File: config.mk
export PLATFORM = sky130hd
export DESIGN_NAME = key_value_pair_tokenizer_top_flat
export DESIGN_NICKNAME = d
export VERILOG_FILES = /design/src/kvpt_pkg.sv /design/src/kvpt_in_if.sv /design/src/kvpt_out_if.sv /design/src/key_value_pair_tokenizer_top.sv /design/src/flat_wrapper.sv
export SDC_FILE = /design/constraint.sdc
export NUM_CORES = 1
export LEC_CHECK = 0
export BUFFER_PORTS_ARGS = -buffer_cell sky130_fd_sc_hd__buf_4
export CORE_MARGIN = 2
export CORE_UTILIZATION = 40
export CTS_BUF_LIST = sky130_fd_sc_hd__clkbuf_4
export CTS_CLUSTER_DIAMETER = 30
export DETAILED_ROUTE_END_ITERATION = 12
export PLACE_DENSITY = 0.58
export SYNTH_ARGS = -nofsm -noshare
export SYNTH_HDL_FRONTEND = slang
export SYNTH_SLANG_ARGS = --single-unit
File: constraint.sdc
create_clock -name i_clk -period 7.1 [get_ports i_clk]
set_clock_uncertainty 0.1 [all_clocks]
set_input_delay 0.355 -clock i_clk [delete_from_list [all_inputs] [get_ports i_clk]]
set_output_delay 0.355 -clock i_clk [all_outputs]
set_load 0.005 [all_outputs]
File: src/kvpt_pkg.sv
// Package: shared constants, phase encoding and result record for the key/value tokenizer.
`default_nettype none
package kvpt_pkg;

    localparam int MAX_PAIRS    = 16;
    localparam int MAX_TEXT_LEN = 4096;

    localparam int OFF_W  = $clog2(MAX_TEXT_LEN);
    localparam int LEN_W  = $clog2(MAX_TEXT_LEN + 1);
    localparam int PAIR_W = $clog2(MAX_PAIRS + 1);

    localparam logic [LEN_W-1:0]  MAX_LEN = LEN_W'(MAX_TEXT_LEN);
    localparam logic [OFF_W-1:0]  MAX_OFF = OFF_W'(MAX_TEXT_LEN - 1);
    localparam logic [PAIR_W-1:0] PAIR_LIMIT = PAIR_W'(MAX_PAIRS);

    localparam logic [7:0] CH_EQ    = 8'h3D;
    localparam logic [7:0] CH_SEMI  = 8'h3B;
    localparam logic [7:0] CH_SPACE = 8'h20;
    localparam logic [7:0] CH_AMP   = 8'h26;

    localparam logic KIND_PAIR    = 1'b0;
    localparam logic KIND_SUMMARY = 1'b1;

    localparam logic MODE_COOKIE = 1'b0;

    localparam int  PADDR_W        = 3;
    localparam logic REG_DELIM_MODE = 1'b0;

    localparam int FIFO_DEPTH = 4;
    localparam int FIFO_AW    = $clog2(FIFO_DEPTH);

    typedef enum logic [2:0] {
        PH_KEY,
        PH_EQ,
        PH_VAL,
        PH_DLM,
        PH_TAIL,
        PH_DONE
    } t_phase;

    typedef struct packed {
        logic              kind;
        logic [OFF_W-1:0]  key_offset;
        logic [LEN_W-1:0]  key_length;
        logic [OFF_W-1:0]  value_offset;
        logic [LEN_W-1:0]  value_length;
        logic [PAIR_W-1:0] pair_number;
        logic [LEN_W-1:0]  stop_offset;
        logic              last_of_run;
    } t_result;

endpackage
`default_nettype wire

File: src/kvpt_in_if.sv
// Interface: text byte channel into the tokenizer.
`default_nettype none
interface kvpt_in_if;
    logic       valid;
    logic       ready;
    logic [7:0] data_byte;
    logic       byte_present;
    logic       end_of_text;

    modport source (output valid, data_byte, byte_present, end_of_text, input ready);
    modport sink   (input valid, data_byte, byte_present, end_of_text, output ready);
endinterface
`default_nettype wire

File: src/kvpt_out_if.sv
// Interface: result channel out of the tokenizer.
`default_nettype none
interface kvpt_out_if;
    logic                        valid;
    logic                        ready;
    logic                        result_kind;
    logic [kvpt_pkg::OFF_W-1:0]  key_offset;
    logic [kvpt_pkg::LEN_W-1:0]  key_length;
    logic [kvpt_pkg::OFF_W-1:0]  value_offset;
    logic [kvpt_pkg::LEN_W-1:0]  value_length;
    logic [kvpt_pkg::PAIR_W-1:0] pair_number;
    logic [kvpt_pkg::LEN_W-1:0]  stop_offset;
    logic                        last_of_run;

    modport source (output valid, result_kind, key_offset, key_length, value_offset,
                    value_length, pair_number, stop_offset, last_of_run, input ready);
    modport sink   (input valid, result_kind, key_offset, key_length, value_offset,
                    value_length, pair_number, stop_offset, last_of_run, output ready);
endinterface
`default_nettype wire

File: src/key_value_pair_tokenizer_top.sv
// Top level: key=value pair tokenizer with result queue and APB register port.
`default_nettype none
// Splits a byte stream into key=value pairs, at most one text byte per item. A key runs
// up to '=', a run of '=' is skipped, the value runs up to a pair delimiter
// (';' or space in cookie mode, '&' in query mode, set by register 0 at APB
// address 0) and a run of delimiters is skipped. Each pair is reported with
// key/value offsets and lengths; parsing stops on an empty key or value, at
// end of text, or after MAX_PAIRS pairs, and a summary item then gives the
// pair count and stop offset. End of text re-arms the block for a new text.
// Rate: one input item per clock. The parser state is updated in the accept
// cycle and the zero, one or two results of the item go into a 4-entry
// result queue; input is taken while the queue has room for two results.
// The output drains one result per clock while o_result.ready is high, so a
// stream of items that each yield two results is held back by the output. The
// first result is queued in the cycle after its item is accepted. Change the
// mode only while the block is idle.
module key_value_pair_tokenizer_top (
    input  wire logic                         i_clk,
    input  wire logic                         i_rst_n,
    kvpt_in_if.sink                           i_text,
    kvpt_out_if.source                        o_result,
    input  wire logic                         psel,
    input  wire logic                         penable,
    input  wire logic                         pwrite,
    input  wire logic [kvpt_pkg::PADDR_W-1:0] paddr,
    input  wire logic [31:0]                  pwdata,
    output logic      [31:0]                  prdata,
    output logic                              pready
);

    // ---------------- configuration ----------------
    logic r_mode;
    logic reg_hit;

    assign reg_hit = (paddr[kvpt_pkg::PADDR_W-1:2] == kvpt_pkg::REG_DELIM_MODE);
    assign pready  = 1'b1;
    assign prdata  = reg_hit ? {31'b0, r_mode} : 32'b0;

    always_ff @(posedge i_clk) begin
        if (!i_rst_n) begin
            r_mode <= kvpt_pkg::MODE_COOKIE;
        end else if (psel && penable && pwrite && reg_hit) begin
            r_mode <= pwdata[0];
        end
    end

    // ---------------- parser state ----------------
    kvpt_pkg::t_phase            r_phase, n_phase;
    logic [kvpt_pkg::LEN_W-1:0]  r_pos, n_pos;
    logic [kvpt_pkg::OFF_W-1:0]  r_key_start, n_key_start;
    logic [kvpt_pkg::LEN_W-1:0]  r_key_len, n_key_len;
    logic [kvpt_pkg::OFF_W-1:0]  r_val_start, n_val_start;
    logic [kvpt_pkg::LEN_W-1:0]  r_val_len, n_val_len;
    logic [kvpt_pkg::PAIR_W-1:0] r_pairs, n_pairs;

    // ---------------- result queue ----------------
    kvpt_pkg::t_result            r_fifo [kvpt_pkg::FIFO_DEPTH];
    logic [kvpt_pkg::FIFO_AW-1:0] r_wr_ptr, r_rd_ptr;
    logic [kvpt_pkg::FIFO_AW:0]   r_count;

    logic               accept, pop;
    logic               is_dl, is_eq;
    logic [7:0]         b;
    logic [1:0]         emit_cnt;
    kvpt_pkg::t_result  res0, res1, pair_rec, sum_rec;
    logic [kvpt_pkg::OFF_W-1:0] pos_off;

    assign i_text.ready = (r_count <= (kvpt_pkg::FIFO_AW+1)'(kvpt_pkg::FIFO_DEPTH - 2));
    assign accept       = i_text.valid && i_text.ready;
    assign pop          = o_result.valid && o_result.ready;

    assign b       = i_text.data_byte;
    assign is_eq   = (b == kvpt_pkg::CH_EQ);
    assign is_dl   = (r_mode == kvpt_pkg::MODE_COOKIE) ?
                     ((b == kvpt_pkg::CH_SEMI) || (b == kvpt_pkg::CH_SPACE)) :
                     (b == kvpt_pkg::CH_AMP);
    // offset form of the current position, clamped to the last legal offset
    assign pos_off = (r_pos > {1'b0, kvpt_pkg::MAX_OFF}) ? kvpt_pkg::MAX_OFF
                                                         : r_pos[kvpt_pkg::OFF_W-1:0];

    always_comb begin
        n_phase     = r_phase;
        n_pos       = r_pos;
        n_key_start = r_key_start;
        n_key_len   = r_key_len;
        n_val_start = r_val_start;
        n_val_len   = r_val_len;
        n_pairs     = r_pairs;
        emit_cnt    = 2'd0;
        res0        = '0;
        res1        = '0;
        pair_rec    = '0;
        sum_rec     = '0;

        // byte path: at most one result, always in slot 0
        if (accept && i_text.byte_present && (r_phase != kvpt_pkg::PH_DONE)) begin
            case (r_phase)
                kvpt_pkg::PH_KEY: begin
                    if (is_eq) begin
                        n_phase = kvpt_pkg::PH_EQ;
                    end else if (r_key_len != kvpt_pkg::MAX_LEN) begin
                        n_key_len = r_key_len + 1'b1;
                    end
                end
                kvpt_pkg::PH_EQ: begin
                    if (!is_eq) begin
                        n_val_start = pos_off;
                        if (is_dl) begin
                            n_val_len = '0;
                            n_phase   = kvpt_pkg::PH_TAIL;
                        end else begin
                            n_val_len = kvpt_pkg::LEN_W'(1);
                            n_phase   = kvpt_pkg::PH_VAL;
                        end
                    end
                end
                kvpt_pkg::PH_VAL: begin
                    if (!is_dl) begin
                        if (r_val_len != kvpt_pkg::MAX_LEN) begin
                            n_val_len = r_val_len + 1'b1;
                        end
                    end else if (r_key_len != '0) begin
                        res0.kind         = kvpt_pkg::KIND_PAIR;
                        res0.key_offset   = r_key_start;
                        res0.key_length   = r_key_len;
                        res0.value_offset = r_val_start;
                        res0.value_length = r_val_len;
                        res0.pair_number  = r_pairs;
                        emit_cnt          = 2'd1;
                        n_pairs           = r_pairs + 1'b1;
                        n_phase = (n_pairs >= kvpt_pkg::PAIR_LIMIT) ? kvpt_pkg::PH_TAIL
                                                                    : kvpt_pkg::PH_DLM;
                    end else begin
                        n_phase = kvpt_pkg::PH_TAIL;
                    end
                end
                kvpt_pkg::PH_DLM: begin
                    if (!is_dl) begin
                        n_key_start = pos_off;
                        if (is_eq) begin
                            n_key_len = '0;
                            n_phase   = kvpt_pkg::PH_EQ;
                        end else begin
                            n_key_len = kvpt_pkg::LEN_W'(1);
                            n_phase   = kvpt_pkg::PH_KEY;
                        end
                    end
                end
                kvpt_pkg::PH_TAIL: begin
                    // first non-delimiter after the final skip: stop here
                    if (!is_dl) begin
                        res0.kind        = kvpt_pkg::KIND_SUMMARY;
                        res0.pair_number = r_pairs;
                        res0.stop_offset = r_pos;
                        emit_cnt         = 2'd1;
                        n_phase          = kvpt_pkg::PH_DONE;
                    end
                end
                default: begin
                end
            endcase
            if (r_pos != kvpt_pkg::MAX_LEN) begin
                n_pos = r_pos + 1'b1;
            end
        end

        // end of text: flush a pending pair, then the summary unless already out.
        // A pending pair only exists when the byte path emitted nothing.
        if (accept && i_text.end_of_text) begin
            if ((n_phase == kvpt_pkg::PH_VAL) && (n_key_len != '0) && (n_val_len != '0)) begin
                pair_rec.kind         = kvpt_pkg::KIND_PAIR;
                pair_rec.key_offset   = n_key_start;
                pair_rec.key_length   = n_key_len;
                pair_rec.value_offset = n_val_start;
                pair_rec.value_length = n_val_len;
                pair_rec.pair_number  = n_pairs;
                res0                  = pair_rec;
                emit_cnt              = 2'd1;
                n_pairs               = n_pairs + 1'b1;
            end
            if (n_phase != kvpt_pkg::PH_DONE) begin
                sum_rec.kind        = kvpt_pkg::KIND_SUMMARY;
                sum_rec.pair_number = n_pairs;
                sum_rec.stop_offset = n_pos;
                if (emit_cnt == 2'd0) begin
                    res0 = sum_rec;
                end else begin
                    res1 = sum_rec;
                end
                emit_cnt = emit_cnt + 2'd1;
            end
            n_phase     = kvpt_pkg::PH_KEY;
            n_pos       = '0;
            n_key_start = '0;
            n_key_len   = '0;
            n_val_start = '0;
            n_val_len   = '0;
            n_pairs     = '0;
        end

        if (emit_cnt == 2'd1) begin
            res0.last_of_run = 1'b1;
        end
        if (emit_cnt == 2'd2) begin
            res1.last_of_run = 1'b1;
        end
    end

    always_ff @(posedge i_clk) begin
        if (!i_rst_n) begin
            r_phase     <= kvpt_pkg::PH_KEY;
            r_pos       <= '0;
            r_key_start <= '0;
            r_key_len   <= '0;
            r_val_start <= '0;
            r_val_len   <= '0;
            r_pairs     <= '0;
        end else begin
            r_phase     <= n_phase;
            r_pos       <= n_pos;
            r_key_start <= n_key_start;
            r_key_len   <= n_key_len;
            r_val_start <= n_val_start;
            r_val_len   <= n_val_len;
            r_pairs     <= n_pairs;
        end
    end

    // queue payload: no reset needed
    always_ff @(posedge i_clk) begin
        if (emit_cnt != 2'd0) begin
            r_fifo[r_wr_ptr] <= res0;
        end
        if (emit_cnt == 2'd2) begin
            r_fifo[r_wr_ptr + 1'b1] <= res1;
        end
    end

    always_ff @(posedge i_clk) begin
        if (!i_rst_n) begin
            r_wr_ptr <= '0;
            r_rd_ptr <= '0;
            r_count  <= '0;
        end else begin
            r_wr_ptr <= r_wr_ptr + kvpt_pkg::FIFO_AW'(emit_cnt);
            if (pop) begin
                r_rd_ptr <= r_rd_ptr + 1'b1;
            end
            r_count <= r_count + (kvpt_pkg::FIFO_AW+1)'(emit_cnt)
                       - (kvpt_pkg::FIFO_AW+1)'(pop);
        end
    end

    assign o_result.valid        = (r_count != '0);
    assign o_result.result_kind  = r_fifo[r_rd_ptr].kind;
    assign o_result.key_offset   = r_fifo[r_rd_ptr].key_offset;
    assign o_result.key_length   = r_fifo[r_rd_ptr].key_length;
    assign o_result.value_offset = r_fifo[r_rd_ptr].value_offset;
    assign o_result.value_length = r_fifo[r_rd_ptr].value_length;
    assign o_result.pair_number  = r_fifo[r_rd_ptr].pair_number;
    assign o_result.stop_offset  = r_fifo[r_rd_ptr].stop_offset;
    assign o_result.last_of_run  = r_fifo[r_rd_ptr].last_of_run;

endmodule
`default_nettype wire
File: src/flat_wrapper.sv
// flat-port wrapper written by rule: the top's interface ports become plain ports
module key_value_pair_tokenizer_top_flat 
  (i_clk, i_rst_n, psel, penable, pwrite, paddr, pwdata, prdata, pready, i_text_valid, i_text_data_byte, i_text_byte_present, i_text_end_of_text, i_text_ready, o_result_valid, o_result_result_kind, o_result_key_offset, o_result_key_length, o_result_value_offset, o_result_value_length, o_result_pair_number, o_result_stop_offset, o_result_last_of_run, o_result_ready);
  kvpt_in_if i_text_i ();
  kvpt_out_if o_result_i ();
  input  wire logic i_clk;
  input  wire logic i_rst_n;
  input  wire logic psel;
  input  wire logic penable;
  input  wire logic pwrite;
  input  wire logic [kvpt_pkg::PADDR_W-1:0] paddr;
  input  wire logic [31:0] pwdata;
  output logic      [31:0] prdata;
  output logic pready;
  input wire logic [$bits(i_text_i.valid)-1:0] i_text_valid;
  input wire logic [$bits(i_text_i.data_byte)-1:0] i_text_data_byte;
  input wire logic [$bits(i_text_i.byte_present)-1:0] i_text_byte_present;
  input wire logic [$bits(i_text_i.end_of_text)-1:0] i_text_end_of_text;
  output wire logic [$bits(i_text_i.ready)-1:0] i_text_ready;
  output wire logic [$bits(o_result_i.valid)-1:0] o_result_valid;
  output wire logic [$bits(o_result_i.result_kind)-1:0] o_result_result_kind;
  output wire logic [$bits(o_result_i.key_offset)-1:0] o_result_key_offset;
  output wire logic [$bits(o_result_i.key_length)-1:0] o_result_key_length;
  output wire logic [$bits(o_result_i.value_offset)-1:0] o_result_value_offset;
  output wire logic [$bits(o_result_i.value_length)-1:0] o_result_value_length;
  output wire logic [$bits(o_result_i.pair_number)-1:0] o_result_pair_number;
  output wire logic [$bits(o_result_i.stop_offset)-1:0] o_result_stop_offset;
  output wire logic [$bits(o_result_i.last_of_run)-1:0] o_result_last_of_run;
  input wire logic [$bits(o_result_i.ready)-1:0] o_result_ready;
  assign i_text_i.valid = i_text_valid;
  assign i_text_i.data_byte = i_text_data_byte;
  assign i_text_i.byte_present = i_text_byte_present;
  assign i_text_i.end_of_text = i_text_end_of_text;
  assign i_text_ready = i_text_i.ready;
  assign o_result_valid = o_result_i.valid;
  assign o_result_result_kind = o_result_i.result_kind;
  assign o_result_key_offset = o_result_i.key_offset;
  assign o_result_key_length = o_result_i.key_length;
  assign o_result_value_offset = o_result_i.value_offset;
  assign o_result_value_length = o_result_i.value_length;
  assign o_result_pair_number = o_result_i.pair_number;
  assign o_result_stop_offset = o_result_i.stop_offset;
  assign o_result_last_of_run = o_result_i.last_of_run;
  assign o_result_i.ready = o_result_ready;
  key_value_pair_tokenizer_top u_core (.i_clk(i_clk), .i_rst_n(i_rst_n), .i_text(i_text_i), .o_result(o_result_i), .psel(psel), .penable(penable), .pwrite(pwrite), .paddr(paddr), .pwdata(pwdata), .prdata(prdata), .pready(pready));
endmodule
# Word-level counts from Yosys, hierarchy flattened
# Memory sizes are Yosys's and may differ from the RTL's. A register that Yosys moved wholly into a read port is not among the register bits.
# Cells that the tools add are included.
# W data, S select, Z words.
dict set report classes {
  n_bitwise 2
  n_shift 0
  reduce_logical 19
  div 0
  n_mul 0
  mux 72
  n_addsub 11
  order_cmp 3
  n_eq_ne 16
}
# operator count
set op_table {}
lappend op_table {{$mux W70} 7}
lappend op_table {{$mux W13} 11}
lappend op_table {{$mux W12} 7}
lappend op_table {{$mux W69} 1}
lappend op_table {{$mux W56} 1}
lappend op_table {{$mux W55} 1}
lappend op_table {{$pmux W13 S2} 2}
lappend op_table {{$mux W50} 1}
lappend op_table {{$add A13 B1 Y13 const B} 3}
lappend op_table {{$ne A13 B13 Y1 const B} 3}
lappend op_table {{$reduce_bool A13 Y1} 3}
lappend op_table {{$eq A8 B6 Y1 const B} 4}
lappend op_table {{$mux W3} 9}
lappend op_table {{$mux W5} 5}
lappend op_table {{$mux W18} 1}
lappend op_table {{$mux W2} 8}
lappend op_table {{$pmux W3 S5} 1}
lappend op_table {{$mux W1} 14}
lappend op_table {{$gt A13 B12 Y1 const B} 1}
lappend op_table {{$add A5 B1 Y5 const B} 2}
lappend op_table {{$logic_and A1 B1 Y1} 10}
lappend op_table {{$pmux W5 S2} 1}
lappend op_table {{$eq A3 B2 Y1 const B} 3}
lappend op_table {{$add A2 B1 Y2 const B} 3}
lappend op_table {{other kinds (19)} 21}
dict set report totals {
  mem_bits_rw 280
  latchBits 0
  word_cells 135
  mem_count 1
  output_inout_bits 105
  mem_bits_ro 0
  register_bits 79
}
# name words width rd rd_clocked_by_memory_dff wr line_no
set mem_list {}
lappend mem_list {u_core.r_fifo 4 70 1 1 2 key_value_pair_tokenizer_top.sv:57} ;# kvpt_pkg::t_result r_fifo [kvpt_pkg::FIFO_DEPTH];

# Depth between registers and ports, before layout
dict set report logic_depth {
  ltp_word 18
  ltp_mapped 21
}

# Worst setup path after synthesis
# No wires, ideal clock.
dict set report synth_path {
  path_type {register to register}
  from {register u_core.r_val_len[0] (netlist name)}
  to {memory u_core.r_fifo[3][0] (netlist name), enable pin}
  required_ns 6.660
  arrival_time_ns 4.629
  path_stages_with_launch 21
  setup_slack_ns 2.031
  setup_time_ns 0.340
  synth_period_minus_slack_ns 5.069
  cell_sequence {dfxtp_1 -> clkbuf_1 -> inv_1 -> ha_1 -> nor4b_1 -> and3_1 -> o311a_1 -> a211oi_2 -> and4_1 -> nand4_1 -> o31a_4 -> a21oi_4 -> inv_1 -> ha_1 -> nor3_1 -> a21oi_1 -> and3_1 -> buf_2 -> nor2_1 -> clkbuf_1 -> inv_1}
}
# item line_no
set synth_rtl {}
lappend synth_rtl {{start: declaration} key_value_pair_tokenizer_top.sv:53} ;# logic [kvpt_pkg::LEN_W-1:0] r_val_len, n_val_len;
lappend synth_rtl {{start signal: assignment} key_value_pair_tokenizer_top.sv:224} ;# r_val_len <= n_val_len;
lappend synth_rtl {{end: declaration} key_value_pair_tokenizer_top.sv:57}

==> reports/qor.yml <==
cp_cell_sequence: "nor3_1 -> and4_1 -> a211o_1 -> a22oi_1 -> nand4_1 -> or4_1 -> a21oi_4 -> inv_1 -> ha_1 -> nor3_1 -> a21o_1 -> nor2_1 -> nor2_4 -> buf_4 -> inv_1 -> buf_4"
synth_area_leaders: "dfxtp_1 (32%), edfxtp_1 (14%), a22oi_1 (9.1%)"
dr.first_iter.drc_count: 1388
nets: 1889
holdPathStages: 4
fin_tns_setup_ns: 0
die_area_um2: 45000
setup_violations: 0
whs_endpoint: "u_core.r_wr_ptr[1]"
hp-start: "i_text_end_of_text"
drc: 0
pwr-share-comb_pct: 13.2
track_usage_pct: 24.5
syn_area_um2: 17300
ioPinCount: 157
die_width_um: 212
setup_ws_ns: 0.861
crit_required_ns: 7.43
timing.final.crit_period_ns: 6.24
tritoncts: "built"
grt_max_degree: 72
fmax_ghz: 0.160
drt_pass1_iterations: 6
ys.flop_type: "dfxtp_1"
p_int_w: 0.00351
clkTransAtPathRegs_ns: 0.06
viasPerCell: 5.97
cpMaxStageDelayCell: "or4_1"
ys_seq_elements: 361
cap_violations: 0
peakVddDrop_mv: 0.131
power_density_nw_per_um2: 244
reg2reg_from: "u_core.r_phase[2]"
dp_hpwl_um: 33900
ys_seq_area_share_pct: 46.3
synth_edf_count: 80
gp_congestion: 0.913
core_area_um2: 42900
synth_cell_types: 86
worst-path-max-fanout: 50
port_buffers: 91
grt_pass1_wl_um: 85100
drive_gt1_share_pct: 22.0
yosys.area.top_type: "dfxtp_1"
rsz0062_at_grt: "false"
syn_avg_cell_area_um2: 9.99
grt-ovfl-total: 0
numCtsBuffers: 101
reg2reg_depth: 16
h-tree-depth: 3
ant_nets: 0
dp_cells: 2298
power.leakage_nw: 6.77
worst_slew_pin_slew_ns: 1.15
cts_hold_buf: 6
seqPwrFrac_pct: 45.9
pre_cts_ws_ns: 0.877
start_util_pct: 40.4
slew-limit-headroom_pct: 22.9
syn_to_final_growth_pct: 14.3
cts_root_buffer: "clkbuf_4"
synthArstFlopShare_pct: 0
synth_cells: 1736
max_stage_delay_ns: 0.81
rrSetupSlack_ns: 0.86
wl_um: 54900
postCtsResizedCells: 0
antenna_found_initial: 1
hold_viol_final: 0
grt_pass1_vias: 14700
status: "finished clean"
design_area_um2: 19800
clock_sinks: 361
hold_class: "in2reg"
post_dp_cell_area_um2: 18400
clockBufferDepth: 3
rows: 76
period_share_pct: 87.9
synth_top_area_share_pct: 32.4
setup.worst_path.start_class: "flop"
power_switching_w: 0.00132
final_max_slew_viol_count: 0
crit_type: "reg2reg"
pwr-share-clk_pct: 40.9
die_h_um: 212
cts_setup_buffers: 0
finalNonFillerCells: 2488
fin_util_pct: 46.2
cp-end-kind: "flop"
reg2reg_to: "u_core.r_fifo[1][2]"
vias: 14900
wl_per_cell_um: 22.1
arrival_ns: 6.57
switching_share_pct: 27.2
critPathLaunch: "u_core.r_phase[2]"
clock_latency_ns: 0.81
yosys_warnings: 0
registers in the layout, indices dropped and copies added (netlist names), named ones only:
signal / cells
u_core.r_rd_ptr: 2
u_core.r_fifo: 280
u_core.r_wr_ptr: 2
u_core.r_pairs: 5
u_core.r_val_len: 13
u_core.r_pos: 13
u_core.r_key_start: 12
u_core.r_mode: 1
u_core.r_count: 3
u_core.r_phase: 3
u_core.r_val_start: 12
u_core.r_key_len: 13
how the worst max path moves through the flow:
stage               cells past startpoint              endpoint  slack, ns
floorplan                              20   u_core.r_fifo[3][0]       2.03
CTS                                    16  u_core.r_fifo[0][48]       1.01
detailed placement                     18  u_core.r_fifo[0][41]       0.88
global route                           16  u_core.r_fifo[0][47]       0.60
finish                                 16   u_core.r_fifo[1][2]       0.86
global placement                       18  u_core.r_fifo[1][13]       0.86
power groups by stage:
stage,clock (W),sequential (W),combinational (W)
2_1_floorplan,0,0.00220,0.000462
3_3_place_gp,0,0.00226,0.000633
3_5_place_dp,0,0.00227,0.000633
4_1_cts,0.00202,0.00222,0.000640
5_1_grt,0.00214,0.00223,0.000683
6_report,0.00197,0.00222,0.000638
layer usage:
layer	vias up	wire [µm]	GRT usage, %
met5	-	0	0
met4	0	1270	9.86
met3	89	4200	4.48
met2	623	26100	40.1
met1	7328	23400	32.1
li1	6819	-	-
final cells by class:
| type | count | area, µm² |
|---|---|---|
| diodes | 1 | 2.50 |
| clock inverters | 24 | 168 |
| clock buffers | 159 | 1190 |
| repair buffers | 127 | 1010 |
| inverters | 29 | 109 |
| fillers | 4139 | 23100 |
| flip-flops and latches | 361 | 8040 |
| multi-input cells | 1202 | 8570 |
| well taps | 585 | 732 |
kinds of logic (layout without fill, tap and decap cells):
| family | count (synthesis) | count (layout) | share of synthesized area (%) |
|---|---|---|---|
| compound gates | 637 | 637 | 24.2 |
| buf+inv | 203 | 339 | 5.40 |
| xor+xnor | 27 | 27 | 1.36 |
| mux | 80 | 80 | 9.74 |
| other cells | 2 | 33 | 0.0433 |
| simple gates | 411 | 411 | 11.8 |
| fa+ha+maj | 15 | 15 | 1.13 |
| flops | 361 | 361 | 46.3 |
Yosys cell counts, drive strengths merged, types with 10 or more instances:
cell and n:
dfxtp 281, o21ai 225, a22oi 211, nor2 142
clkbuf 107, nand2 83, edfxtp 80, mux4 70
buf 67, o22ai 52, a21oi 41, nand3 30
inv 29, nor3 28, and3 18, nand4 18
a21o 16, xnor2 16, ha 14, a31oi 13
and2 13, nand2b 13, nor4 13, or3 13
xor2 11, a22o 10
through the flow:
stage | hold slack [ns] | power (W)
floorplan | 0.357 | 0.00266
global placement | 0.366 | 0.00290
detailed placement | 0.375 | 0.00290
CTS | 0.0218 | 0.00488
global route | 0.0851 | 0.00505
finish | 0.0629 | 0.00483
worst max-delay path, delay by kind of cell (launching register included):
family | cells | cell delay, ns
compound gates | 4 | 1.38
fa+ha+maj | 1 | 0.33
flops | 1 | 0.72
buf+inv | 4 | 0.92
simple gates | 7 | 2.43
cell usage in the layout, fill, tap and decap left out, drive strengths merged, types with 14 or more instances in the layout:
master and instances:
o21ai 225, nor3 28, and3 18, clkbuf 159, dfxtp 281, xnor2 16
edfxtp 80, a21oi 41, nand3 30, conb 32, nor2 142, o22ai 52
buf 121, clkinv 20, nand2 83, a21o 16, inv 30, ha 14
a22oi 211, nand4 18, mux4 70
Power figures use the tool's default switching activity.
